`src/sv/ccl_pkg.sv`:
```
package ccl_pkg;

  // screen geometry
  localparam int COLUMNS = 128;
  localparam int COL_W   = $clog2(COLUMNS);
  localparam int POS_W   = $clog2(COLUMNS + 1);

  // fixed field widths of the ports
  localparam int RANGE_W = 8;
  localparam int RUN_W   = 7;

  // command queue depth
  localparam int QDEPTH  = 2;
  localparam int QPTR_W  = (QDEPTH > 1) ? $clog2(QDEPTH) : 1;
  localparam int QCNT_W  = $clog2(QDEPTH + 1);

  // request codes on the input
  localparam logic REQ_CLEAR = 1'b0;
  localparam logic REQ_CLIP  = 1'b1;

  // classified command kinds
  typedef enum logic [1:0] {
    CMD_CLEAR = 2'd0,
    CMD_CLIP  = 2'd1,
    CMD_EMPTY = 2'd2
  } cmd_kind_t;

  typedef struct packed {
    cmd_kind_t        kind;
    logic [POS_W-1:0] lo;
    logic [POS_W-1:0] hi;
    logic             make;
  } cmd_t;

  // bit i set when i >= x
  function automatic logic [COLUMNS-1:0] ge_mask(logic [POS_W-1:0] x);
    logic [COLUMNS-1:0] m;
    for (int i = 0; i < COLUMNS; i++) begin
      m[i] = (POS_W'(i) >= x);
    end
    return m;
  endfunction

  // bit i set when i < x
  function automatic logic [COLUMNS-1:0] lt_mask(logic [POS_W-1:0] x);
    logic [COLUMNS-1:0] m;
    for (int i = 0; i < COLUMNS; i++) begin
      m[i] = (POS_W'(i) < x);
    end
    return m;
  endfunction

  // index of the lowest set bit, or none when no bit is set
  function automatic logic [POS_W-1:0] lowest_set(logic [COLUMNS-1:0] v,
                                                  logic [POS_W-1:0]   none);
    logic [POS_W-1:0] r;
    r = none;
    for (int i = COLUMNS - 1; i >= 0; i--) begin
      if (v[i]) begin
        r = POS_W'(i);
      end
    end
    return r;
  endfunction

endpackage

```
`src/sv/column_occlusion_clipper.sv`:
```
// channel | direction | handshake          | payload
// in_     | input     | in_valid/in_stall   | req_type, range_start, range_end, make_solid
// out_    | output    | out_valid/out_stall | run_valid, run_first, run_last, last_of_request
//
// a clear or empty-range transaction is answered directly from idle; a clip transaction
// is dispatched, then takes a start search and an end search per open run, and then
// hands over the last run or the empty result; a clip yields at most 64 runs
// each transaction passes through the command queue first
// synchronous active-low reset clears all column marks at once
// out_stall holds each output step of the back end while its output register is full; the
// two-entry command queue keeps accepting until it fills
module column_occlusion_clipper (
  input  logic                        clk,
  input  logic                        rst_n,
  input  logic                        in_valid,
  output logic                        in_stall,
  input  logic                        in_req_type,
  input  logic [ccl_pkg::RANGE_W-1:0] in_range_start,
  input  logic [ccl_pkg::RANGE_W-1:0] in_range_end,
  input  logic                        in_make_solid,
  output logic                        out_valid,
  input  logic                        out_stall,
  output logic                        out_run_valid,
  output logic [ccl_pkg::RUN_W-1:0]   out_run_first,
  output logic [ccl_pkg::RUN_W-1:0]   out_run_last,
  output logic                        out_last_of_request
);

  logic          push;
  ccl_pkg::cmd_t push_cmd;
  logic          q_full;
  logic          q_valid;
  ccl_pkg::cmd_t q_cmd;
  logic          pop;

  // accept and classify transactions
  ccl_front u_front (
    .rst_n          (rst_n),
    .in_valid       (in_valid),
    .in_stall       (in_stall),
    .in_req_type    (in_req_type),
    .in_range_start (in_range_start),
    .in_range_end   (in_range_end),
    .in_make_solid  (in_make_solid),
    .push           (push),
    .push_cmd       (push_cmd),
    .q_full         (q_full)
  );

  // command queue between front and back
  ccl_queue u_queue (
    .clk      (clk),
    .rst_n    (rst_n),
    .push     (push),
    .push_cmd (push_cmd),
    .q_full   (q_full),
    .q_valid  (q_valid),
    .q_cmd    (q_cmd),
    .pop      (pop)
  );

  // run scanner and column marks
  ccl_back u_back (
    .clk                 (clk),
    .rst_n               (rst_n),
    .q_valid             (q_valid),
    .q_cmd               (q_cmd),
    .pop                 (pop),
    .out_valid           (out_valid),
    .out_stall           (out_stall),
    .out_run_valid       (out_run_valid),
    .out_run_first       (out_run_first),
    .out_run_last        (out_run_last),
    .out_last_of_request (out_last_of_request)
  );

endmodule

```
`src/sv/ccl_front.sv`:
```
module ccl_front (
  input  logic                        rst_n,
  input  logic                        in_valid,
  output logic                        in_stall,
  input  logic                        in_req_type,
  input  logic [ccl_pkg::RANGE_W-1:0] in_range_start,
  input  logic [ccl_pkg::RANGE_W-1:0] in_range_end,
  input  logic                        in_make_solid,
  output logic                        push,
  output ccl_pkg::cmd_t               push_cmd,
  input  logic                        q_full
);

  logic [ccl_pkg::POS_W-1:0] lo_sat;
  logic [ccl_pkg::POS_W-1:0] hi_sat;

  // saturate the range to the screen width
  assign lo_sat = (in_range_start > ccl_pkg::RANGE_W'(ccl_pkg::COLUMNS)) ?
                  ccl_pkg::POS_W'(ccl_pkg::COLUMNS) :
                  in_range_start[ccl_pkg::POS_W-1:0];
  assign hi_sat = (in_range_end > ccl_pkg::RANGE_W'(ccl_pkg::COLUMNS)) ?
                  ccl_pkg::POS_W'(ccl_pkg::COLUMNS) :
                  in_range_end[ccl_pkg::POS_W-1:0];

  // classify the transaction
  always_comb begin
    push_cmd.lo   = lo_sat;
    push_cmd.hi   = hi_sat;
    push_cmd.make = in_make_solid;
    if (in_req_type == ccl_pkg::REQ_CLEAR) begin
      push_cmd.kind = ccl_pkg::CMD_CLEAR;
    end else if (hi_sat <= lo_sat) begin
      push_cmd.kind = ccl_pkg::CMD_EMPTY;
    end else begin
      push_cmd.kind = ccl_pkg::CMD_CLIP;
    end
  end

  // hold off while the queue is full or in reset
  assign in_stall = q_full || !rst_n;
  assign push     = in_valid && !in_stall;

endmodule

```
`src/sv/ccl_queue.sv`:
```
module ccl_queue (
  input  logic          clk,
  input  logic          rst_n,
  input  logic          push,
  input  ccl_pkg::cmd_t push_cmd,
  output logic          q_full,
  output logic          q_valid,
  output ccl_pkg::cmd_t q_cmd,
  input  logic          pop
);

  ccl_pkg::cmd_t                entry_r [ccl_pkg::QDEPTH];
  logic [ccl_pkg::QPTR_W-1:0]   wr_ptr_r;
  logic [ccl_pkg::QPTR_W-1:0]   rd_ptr_r;
  logic [ccl_pkg::QCNT_W-1:0]   count_r;
  logic                         do_push;
  logic                         do_pop;

  assign q_full  = (count_r == ccl_pkg::QCNT_W'(ccl_pkg::QDEPTH));
  assign q_valid = (count_r != '0);
  assign q_cmd   = entry_r[rd_ptr_r];
  assign do_push = push && !q_full;
  assign do_pop  = pop && q_valid;

  function automatic logic [ccl_pkg::QPTR_W-1:0] wrap_inc(
      logic [ccl_pkg::QPTR_W-1:0] p);
    if (p == ccl_pkg::QPTR_W'(ccl_pkg::QDEPTH - 1)) begin
      return '0;
    end
    return p + 1'b1;
  endfunction

  // pointer and fill count
  always_ff @(posedge clk) begin
    if (!rst_n) begin
      wr_ptr_r <= '0;
      rd_ptr_r <= '0;
      count_r  <= '0;
    end else begin
      if (do_push) begin
        wr_ptr_r <= wrap_inc(wr_ptr_r);
      end
      if (do_pop) begin
        rd_ptr_r <= wrap_inc(rd_ptr_r);
      end
      if (do_push && !do_pop) begin
        count_r <= count_r + 1'b1;
      end else if (do_pop && !do_push) begin
        count_r <= count_r - 1'b1;
      end
    end
  end

  // entry storage
  always_ff @(posedge clk) begin
    if (do_push) begin
      entry_r[wr_ptr_r] <= push_cmd;
    end
  end

endmodule

```
`src/sv/ccl_back.sv`:
```
module ccl_back (
  input  logic                      clk,
  input  logic                      rst_n,
  input  logic                      q_valid,
  input  ccl_pkg::cmd_t             q_cmd,
  output logic                      pop,
  output logic                      out_valid,
  input  logic                      out_stall,
  output logic                      out_run_valid,
  output logic [ccl_pkg::RUN_W-1:0] out_run_first,
  output logic [ccl_pkg::RUN_W-1:0] out_run_last,
  output logic                      out_last_of_request
);

  typedef enum logic [1:0] {
    ST_IDLE,
    ST_SCAN,
    ST_END
  } state_t;

  state_t                        state_r, state_nxt;
  logic [ccl_pkg::COLUMNS-1:0]   solid_r, solid_nxt;
  logic [ccl_pkg::POS_W-1:0]     col_r, col_nxt;
  logic [ccl_pkg::POS_W-1:0]     hi_r, hi_nxt;
  logic                          make_r, make_nxt;
  logic                          have_run_r, have_run_nxt;
  logic [ccl_pkg::COL_W-1:0]     first_r, first_nxt;
  logic [ccl_pkg::COL_W-1:0]     last_r, last_nxt;

  logic                          out_valid_r, out_valid_nxt;
  logic                          out_run_valid_r, out_run_valid_nxt;
  logic [ccl_pkg::RUN_W-1:0]     out_first_r, out_first_nxt;
  logic [ccl_pkg::RUN_W-1:0]     out_last_r, out_last_nxt;
  logic                          out_lor_r, out_lor_nxt;

  logic                          slot_free;
  logic [ccl_pkg::COLUMNS-1:0]   scan_mask;
  logic                          scan_any;
  logic [ccl_pkg::POS_W-1:0]     scan_pos;
  logic [ccl_pkg::COLUMNS-1:0]   end_mask;
  logic [ccl_pkg::POS_W-1:0]     end_pos;
  logic [ccl_pkg::COLUMNS-1:0]   run_mask;
  logic [ccl_pkg::POS_W-1:0]     first_ext;

  assign slot_free = !out_valid_r || !out_stall;
  assign first_ext = ccl_pkg::POS_W'(first_r);

  // open columns from the scan point to the range end
  assign scan_mask = ~solid_r & ccl_pkg::ge_mask(col_r) & ccl_pkg::lt_mask(hi_r);
  assign scan_any  = |scan_mask;
  assign scan_pos  = ccl_pkg::lowest_set(scan_mask, hi_r);

  // first solid column after the run start, or the range end
  assign end_mask = solid_r & ccl_pkg::ge_mask(first_ext) & ccl_pkg::lt_mask(hi_r);
  assign end_pos  = ccl_pkg::lowest_set(end_mask, hi_r);

  // columns of the pending run
  assign run_mask = ccl_pkg::ge_mask(first_ext) & ccl_pkg::lt_mask(col_r);

  // sequencer next state
  always_comb begin
    state_nxt         = state_r;
    solid_nxt         = solid_r;
    col_nxt           = col_r;
    hi_nxt            = hi_r;
    make_nxt          = make_r;
    have_run_nxt      = have_run_r;
    first_nxt         = first_r;
    last_nxt          = last_r;
    out_valid_nxt     = out_valid_r && out_stall;
    out_run_valid_nxt = out_run_valid_r;
    out_first_nxt     = out_first_r;
    out_last_nxt      = out_last_r;
    out_lor_nxt       = out_lor_r;
    pop               = 1'b0;

    unique case (state_r)
      ST_IDLE: begin
        if (q_valid) begin
          unique case (q_cmd.kind)
            ccl_pkg::CMD_CLEAR: begin
              if (slot_free) begin
                pop               = 1'b1;
                solid_nxt         = '0;
                out_valid_nxt     = 1'b1;
                out_run_valid_nxt = 1'b0;
                out_first_nxt     = '0;
                out_last_nxt      = '0;
                out_lor_nxt       = 1'b1;
              end
            end
            ccl_pkg::CMD_EMPTY: begin
              if (slot_free) begin
                pop               = 1'b1;
                out_valid_nxt     = 1'b1;
                out_run_valid_nxt = 1'b0;
                out_first_nxt     = '0;
                out_last_nxt      = '0;
                out_lor_nxt       = 1'b1;
              end
            end
            ccl_pkg::CMD_CLIP: begin
              pop          = 1'b1;
              col_nxt      = q_cmd.lo;
              hi_nxt       = q_cmd.hi;
              make_nxt     = q_cmd.make;
              have_run_nxt = 1'b0;
              state_nxt    = ST_SCAN;
            end
            default: begin
              pop = 1'b1;
            end
          endcase
        end
      end

      ST_SCAN: begin
        if (have_run_r) begin
          // send the pending run, flagged last when nothing open follows
          if (slot_free) begin
            out_valid_nxt     = 1'b1;
            out_run_valid_nxt = 1'b1;
            out_first_nxt     = ccl_pkg::RUN_W'(first_r);
            out_last_nxt      = ccl_pkg::RUN_W'(last_r);
            out_lor_nxt       = !scan_any;
            if (make_r) begin
              solid_nxt = solid_r | run_mask;
            end
            have_run_nxt = 1'b0;
            if (scan_any) begin
              first_nxt = scan_pos[ccl_pkg::COL_W-1:0];
              state_nxt = ST_END;
            end else begin
              state_nxt = ST_IDLE;
            end
          end
        end else if (scan_any) begin
          first_nxt = scan_pos[ccl_pkg::COL_W-1:0];
          state_nxt = ST_END;
        end else if (slot_free) begin
          // no open column in the range
          out_valid_nxt     = 1'b1;
          out_run_valid_nxt = 1'b0;
          out_first_nxt     = '0;
          out_last_nxt      = '0;
          out_lor_nxt       = 1'b1;
          state_nxt         = ST_IDLE;
        end
      end

      ST_END: begin
        last_nxt     = ccl_pkg::COL_W'(end_pos - 1'b1);
        col_nxt      = end_pos;
        have_run_nxt = 1'b1;
        state_nxt    = ST_SCAN;
      end

      default: begin
        state_nxt = ST_IDLE;
      end
    endcase
  end

  // state and registered outputs
  always_ff @(posedge clk) begin
    if (!rst_n) begin
      state_r     <= ST_IDLE;
      solid_r     <= '0;
      have_run_r  <= 1'b0;
      out_valid_r <= 1'b0;
    end else begin
      state_r     <= state_nxt;
      solid_r     <= solid_nxt;
      have_run_r  <= have_run_nxt;
      out_valid_r <= out_valid_nxt;
    end
    col_r           <= col_nxt;
    hi_r            <= hi_nxt;
    make_r          <= make_nxt;
    first_r         <= first_nxt;
    last_r          <= last_nxt;
    out_run_valid_r <= out_run_valid_nxt;
    out_first_r     <= out_first_nxt;
    out_last_r      <= out_last_nxt;
    out_lor_r       <= out_lor_nxt;
  end

  assign out_valid           = out_valid_r;
  assign out_run_valid       = out_run_valid_r;
  assign out_run_first       = out_first_r;
  assign out_run_last        = out_last_r;
  assign out_last_of_request = out_lor_r;

endmodule
```
`config.mk`:
```
export PLATFORM = sky130hd
export DESIGN_NAME = column_occlusion_clipper
export DESIGN_NICKNAME = d
export VERILOG_FILES = /design/src/sv/ccl_pkg.sv /design/src/sv/column_occlusion_clipper.sv /design/src/sv/ccl_front.sv /design/src/sv/ccl_queue.sv /design/src/sv/ccl_back.sv
export SDC_FILE = /design/constraint.sdc
export NUM_CORES = 1
export LEC_CHECK = 0
export ABC_AREA = 0
export BUFFER_PORTS_ARGS = -buffer_cell sky130_fd_sc_hd__clkbuf_2
export CORE_MARGIN = 2
export CORE_UTILIZATION = 40
export DETAILED_ROUTE_END_ITERATION = 10
export GPL_TIMING_DRIVEN = 0
export REMOVE_ABC_BUFFERS = 1
export SETUP_SLACK_MARGIN = 0.4
export SYNTH_ARGS = -nofsm -noshare
export SYNTH_HDL_FRONTEND = slang
export SYNTH_HIERARCHICAL = 1
export SYNTH_SLANG_ARGS = --single-unit
```
`constraint.sdc`:
```
create_clock -name clk -period 7.9 [get_ports clk]
set_clock_uncertainty 0.1 [all_clocks]
set_input_delay 2.37 -clock clk [delete_from_list [all_inputs] [get_ports clk]]
set_output_delay 2.37 -clock clk [all_outputs]
set_load 0.02 [all_outputs]
```
== After elaboration in Yosys (flattened, before gate mapping) ==
Memories as Yosys holds them, arrays and structs flattened. A register that Yosys moved wholly into a read port is not among the register bits.
Index checks and enable logic that the tools add are counted.
Operators by class
  $add $sub $neg: 5
  eq/ne operators: 17
  reduce and logical (&&, ||, !) cells: 32
  order comparisons: 515
  bitwise operators: 7
  muxes and demuxes: 340
Operators by type and width (number)
  $mux W8: 132
  $lt A7 B8 Y1 const A: 128
  $mux W7: 143
  $mux W128: 6
  $and A128 B128 Y128: 5
  $ge A7 B8 Y1 const A: 64
  $lt A6 B8 Y1 const A: 64
  $ge A7 B7 Y1 const A: 64
  $ge A6 B8 Y1 const A: 32
  $lt A5 B8 Y1 const A: 32
  $pmux W128 S2: 1
  $ge A6 B7 Y1 const A: 32
  $ge A5 B8 Y1 const A: 16
  $lt A4 B8 Y1 const A: 16
  $not A128 Y128: 1
  $or A128 B128 Y128: 1
  $reduce_or A128 Y1: 1
  $ge A5 B7 Y1 const A: 16
  $ge A4 B8 Y1 const A: 8
  $lt A3 B8 Y1 const A: 8
  $ge A4 B7 Y1 const A: 8
  $mux W1: 39
  $ge A3 B8 Y1 const A: 4
  $lt A1 B8 Y1 const A: 4
  other kinds (37): 91
Storage, ports and cells
  input bits: 22
  flip-flop bits (word level): 183
  memories kept: 1
  output and inout port bits: 18
  word-level logic and storage cells: 933
  bits in writable memories: 38
Memories
  u_queue.entry_r: depth 2, bits a word 19, rd ports 1, clocked after memory_dff 1, write ports 1, RTL line ccl_queue.sv:12  | ccl_pkg::cmd_t entry_r [ccl_pkg::QDEPTH];

== Logic depth before layout (Yosys ltp) ==
  depth after elaboration: 134
  mapped depth: 16
  depth with buffers taken out: 12

== Hierarchy ==
Netlist, hierarchy kept.
By module, submodules not included
  ccl_back: area each 16604.7 sq um, seq. area each 4053.9 sq um, instances 1, cells each 2307
  ccl_queue: area each 1604.0 sq um, seq. area each 1241.2 sq um, instances 1, cells each 84
  ccl_front: area each 312.8 sq um, seq. area each 0.0 sq um, instances 1, cells each 50

== Least setup slack after synthesis ==
No wires, ideal clock.
  kind: input to output
  start point: input port rst_n
  end point: output port in_stall
  arrival: 2.547 ns
  path buffers: 0
  stages on the path: 1
  data required time: 5.430 ns
  slack: 2.883 ns
  path through: nand2b_1
Between the ends
  word-level cells in the longest chain between the ends: 2
RTL lines
  start: declaration: RTL line column_occlusion_clipper.sv:14  | input logic rst_n,
  $logic_not A1 Y1
  $logic_or A1 B1 Y1: RTL line ccl_front.sv:40  | assign in_stall = q_full || !rst_n;
  end: declaration: RTL line column_occlusion_clipper.sv:16  | output logic in_stall,
No other way between the ends.

== Worst setup path after layout ==
  start point: register u_back/hi_r[1] (netlist bit)
  end point: register u_back.out_first_r, in the netlist u_back/out_run_first[2] (enable)
Between the ends
  word-level cells in the longest chain between the ends: 5
  elaborated cells between the ends (all ways): 132
  classes of those cells: order compare: 128; eq/ne: 1; bitwise: 1; reduce/logical: 2
RTL lines
  start: declaration: RTL line ccl_back.sv:24  | logic [ccl_pkg::POS_W-1:0] hi_r, hi_nxt;
  start signal: assignment: RTL line ccl_back.sv:178  | hi_r <= hi_nxt;
  $lt A1 B8 Y1 (tied with other cells): RTL line ccl_pkg.sv:48  | m[i] = (POS_W'(i) < x);
  $and A128 B128 Y128 *: RTL line ccl_back.sv:49  | assign scan_mask = ~solid_r & ccl_pkg::ge_mask(col_r) & ccl_pkg::lt_mask(hi_r);
  $reduce_or A128 Y1 *: RTL line ccl_back.sv:50  | assign scan_any = |scan_mask;
  $ne A3 B2 Y1 (no line) *
  $reduce_and A5 Y1 (no line) *
  end signal: assignment: RTL line ccl_back.sv:183  | out_first_r <= out_first_nxt;
  end: declaration: RTL line ccl_back.sv:32  | logic [ccl_pkg::RUN_W-1:0] out_first_r, out_first_nxt;
Mark *: on every way between the ends. The rest lies on a longest branch, timed or not.
A chain may end at the register's enable or synchronous reset.

==> results_dict.tcl <==
set metrics [dict create \
    crit_path_end "u_back/out_run_first[2]" \
    layout.cells.most_common_list "sky130_fd_sc_hd__nor2_1, sky130_fd_sc_hd__a21oi_1, sky130_fd_sc_hd__nand2_1" \
    grt_max_degree 55 \
    clkTransAtPathRegs_ns 0.06 \
    rsz0062_at_grt "false" \
    worst-r2r-cell-count 12 \
    multi_input_combinational_cell_area_um2 12200 \
    detailroute.via_count 22541 \
    ctsHoldBuffers 0 \
    total_negative_setup_slack_ns 0 \
    ys_seq_elements 222 \
    max-slew-margin-rel_pct 2.41 \
    finalSetupViolCount 0 \
    slew_violations 0 \
    drc 0 \
    post_synthesis_sequential_area_ratio_pct 28.6 \
    setup_fix_bufs_post_cts 0 \
    power.leakage_nw 7.59 \
    ios 40 \
    p_per_area_nw_per_um2 410 \
    vias_in_the_first_global_route 20681 \
    globalRoute.totalOverflow 0 \
    die_height_um 219 \
    r2r_start "u_back/hi_r[1]" \
    cts_buffers 30 \
    drt-total-wl_um 110000 \
    worstSetupStartpoint "u_back/hi_r[1]" \
    worst-path-max-fanout 16 \
    startpoint_type "flop" \
    power_switching_share_pct 53.2 \
    final.min_clock_period_ns 6.71 \
    drt_first_iter_violations 3859 \
    clkPwrFrac_pct 17.0 \
    design.final.nets 2415 \
    hold_path_class "reg2reg" \
    number_of_synthesized_flops_with_an_enable_pin 85 \
    die_width_um 219 \
    vias_per_cell 7.50 \
    power_frac_seq_pct 22.2 \
    timing.final.crit_share_pct 84.9 \
    netlist_instances 2441 \
    final_common_cell "sky130_fd_sc_hd__nor2_1" \
    root_buffer "sky130_fd_sc_hd__clkbuf_16" \
    p_switching_w 0.00460 \
    global_route_wire_length_before_repair_um 155000 \
    irDropWorstVdd_mv 0.249 \
    antenna_found_initial 10 \
    timing.critical_path.to_type "flop" \
    globalRouteTotalUtil_pct 45.0 \
    detailed_place_hpwl_um 81500 \
    clock-sinks 222 \
    synth.yosys.warnings 6 \
    final_worst_setup_slack_ns 1.19 \
    clock_insertion_delay_worst_skew_ns 0.61 \
    buffer_ports.inserted 39 \
    int_pwr_w 0.00405 \
    floorplan.die_area_um2 48000 \
    crit_arrival_ns 6.83 \
    tritoncts "built" \
    worst_r2r_endpoint "u_back/out_run_first[2]" \
    ff_latch_area_um2 5300 \
    ctsLongestPathBuffers 3 \
    failed_checks "capacitance limit" \
    achievable-frequency_mhz 149 \
    replace_congestion 1.03 \
    critPathKind "reg2reg" \
    final-hold-violation-count 0 \
    core_ar_um2 45600 \
    regToRegSetupSlack_ns 1.19 \
    placement_rows 78 \
    starting_utilization_of_the_core_area_pct 40.6 \
    max_slew.worst_pin.slew_ns 1.43 \
    area.growth.synth_to_final_pct 14.0 \
    ctsResizeCount 0 \
    post_route_cells_drive_above_1_share_pct 11.5 \
    comb_power_share_pct 60.7 \
    netlist_area_um2 18500 \
    status "finished with violations" \
    routed_wire_length_per_instance_um 36.6 \
    fillers 4507 \
    synth_top_flop_cell "sky130_fd_sc_hd__dfxtp_1" \
    final_antenna_net_count 0 \
    total_number_of_h_tree_levels 1 \
    crit_required_ns 8.02 \
    detailed_routing_iteration_count_for_the_pre_antenna_repair_pass 7 \
    yosysUniqueCellTypes 103 \
    synth_async_sr_flop_share_pct 0 \
    synthesis.area_per_instance_um2 7.59 \
    max_cap_violations 1 \
    dp_slack_ns 1.64 \
]
cells by family (layout without fill, tap and decap cells):
family	Yosys count	after routing	synth area share [%]
XOR/XNOR	8	8	0.378
flip-flops	222	222	28.6
AND/OR/NAND/NOR	973	973	28.1
adder cells (fa/ha/maj)	14	14	0.946
AO/OA/AOI/OAI	950	950	34.4
other	0	4	0
buffers and inverters	254	216	6.36
multiplexers	20	20	1.22
worst max-delay path: stages, from the launching register on:
cell,delay (ns)
sky130_fd_sc_hd__edfxtp_1,0.80
sky130_fd_sc_hd__buf_16,0.35
sky130_fd_sc_hd__a21oi_1,1.14
sky130_fd_sc_hd__a21oi_1,0.37
sky130_fd_sc_hd__a32oi_1,0.44
sky130_fd_sc_hd__nand3_1,0.32
sky130_fd_sc_hd__nor4_2,0.94
sky130_fd_sc_hd__nand2_1,0.25
sky130_fd_sc_hd__nor4_4,0.57
sky130_fd_sc_hd__nor2_2,0.09
sky130_fd_sc_hd__o21ai_1,0.13
sky130_fd_sc_hd__o21ai_1,0.09
sky130_fd_sc_hd__a21oi_2,0.71
synth_stat cells, types with 17 or more instances:
master,instances,area [µm²]
sky130_fd_sc_hd__a2111oi_0,19,166
sky130_fd_sc_hd__a211o_1,21,184
sky130_fd_sc_hd__a211oi_1,49,368
sky130_fd_sc_hd__a21o_1,18,135
sky130_fd_sc_hd__a21oi_1,216,1080
sky130_fd_sc_hd__a31oi_1,124,776
sky130_fd_sc_hd__and2_1,25,156
sky130_fd_sc_hd__and3_1,38,238
sky130_fd_sc_hd__and4_1,18,158
sky130_fd_sc_hd__buf_2,89,445
sky130_fd_sc_hd__clkbuf_1,81,304
sky130_fd_sc_hd__dfxtp_1,137,2740
sky130_fd_sc_hd__edfxtp_1,85,2550
sky130_fd_sc_hd__inv_1,57,214
sky130_fd_sc_hd__mux2_2,20,225
sky130_fd_sc_hd__nand2_1,190,713
sky130_fd_sc_hd__nand2b_1,23,144
sky130_fd_sc_hd__nand3_1,81,405
sky130_fd_sc_hd__nand3b_1,17,128
sky130_fd_sc_hd__nand4_1,36,225
sky130_fd_sc_hd__nor2_1,263,987
sky130_fd_sc_hd__nor2b_1,23,144
sky130_fd_sc_hd__nor3_1,60,300
sky130_fd_sc_hd__nor4_1,24,150
sky130_fd_sc_hd__o2111ai_1,19,166
sky130_fd_sc_hd__o211ai_1,34,255
sky130_fd_sc_hd__o21a_1,21,158
sky130_fd_sc_hd__o21ai_0,173,866
sky130_fd_sc_hd__o31ai_1,20,150
sky130_fd_sc_hd__or2_2,24,150
sky130_fd_sc_hd__or3_1,45,282
power groups by stage:
| stage | Sequential [W] | Clock (W) | Combinational [W] |
|---|---|---|---|
| floorplan | 0.00194 | 0 | 0.00258 |
| global placement | 0.00221 | 0 | 0.00430 |
| detailed placement | 0.00192 | 0 | 0.00494 |
| CTS | 0.00190 | 0.00148 | 0.00496 |
| global route | 0.00194 | 0.00153 | 0.00536 |
| finish | 0.00192 | 0.00147 | 0.00525 |
routing by layer:
layer	track usage, %	up-vias	part of all wire, %
met5	0	-	0.035
met4	30.7	6	8.9
met3	15.8	499	14
met2	63.2	1812	40
met1	57.6	10885	37
li1	-	9339	-
cell type report:
class	instances	share of cell area [%]
Multi-Input combinational cell	1965	57.6
Sequential cell	222	25.1
Timing Repair Buffer	102	7.73
Clock buffer	34	3.63
Tap cell	600	3.56
Clock inverter	22	1.27
Inverter	58	1.03
Antenna cell	4	0.0474
worst min-delay path by stage:
stage / startpoint / end / slack, ns / cells past startpoint
finish: u_back/solid_r[35] / u_back/solid_r[35] / 0.38 / 2
floorplan: u_back/solid_r[30] / u_back/solid_r[30] / 0.33 / 2
CTS: u_back/solid_r[67] / u_back/solid_r[67] / 0.37 / 2
global route: u_back/solid_r[67] / u_back/solid_r[67] / 0.40 / 2
detailed placement: u_back/solid_r[104] / u_back/solid_r[104] / 0.37 / 2
global placement: u_back/solid_r[104] / u_back/solid_r[104] / 0.35 / 2
flip-flops by register name (all words and copies together), names as in the netlist, named ones only:
signal                      count
u_back/col_r                    8
u_back/first_r                  7
u_back/have_run_r               1
u_back/hi_r                     8
u_back/last_r                   7
u_back/make_r                   1
u_back/out_last_of_request      1
u_back/out_run_first            7
u_back/out_run_last             7
u_back/out_run_valid            1
u_back/out_valid                1
u_back/solid_r                128
u_back/state_r                  2
u_queue/count_r                 2
u_queue/entry_r                38
u_queue/rd_ptr_r                1
u_queue/wr_ptr_r                1
through the flow:
step	utilization (%)	hold WS (ns)	total power [W]	area, µm²	cells
after floorplan	-	0.334	0.00452	17600	2245
after global routing	46.3	0.403	0.00883	21100	3003
after detailed placement	44.0	0.366	0.00686	20100	2947
final	46.3	0.382	0.00865	21100	3007
after global placement	40.6	0.353	0.00652	18500	2884
after CTS	46.3	0.373	0.00835	21100	3003
Power figures use the tool's default switching activity.
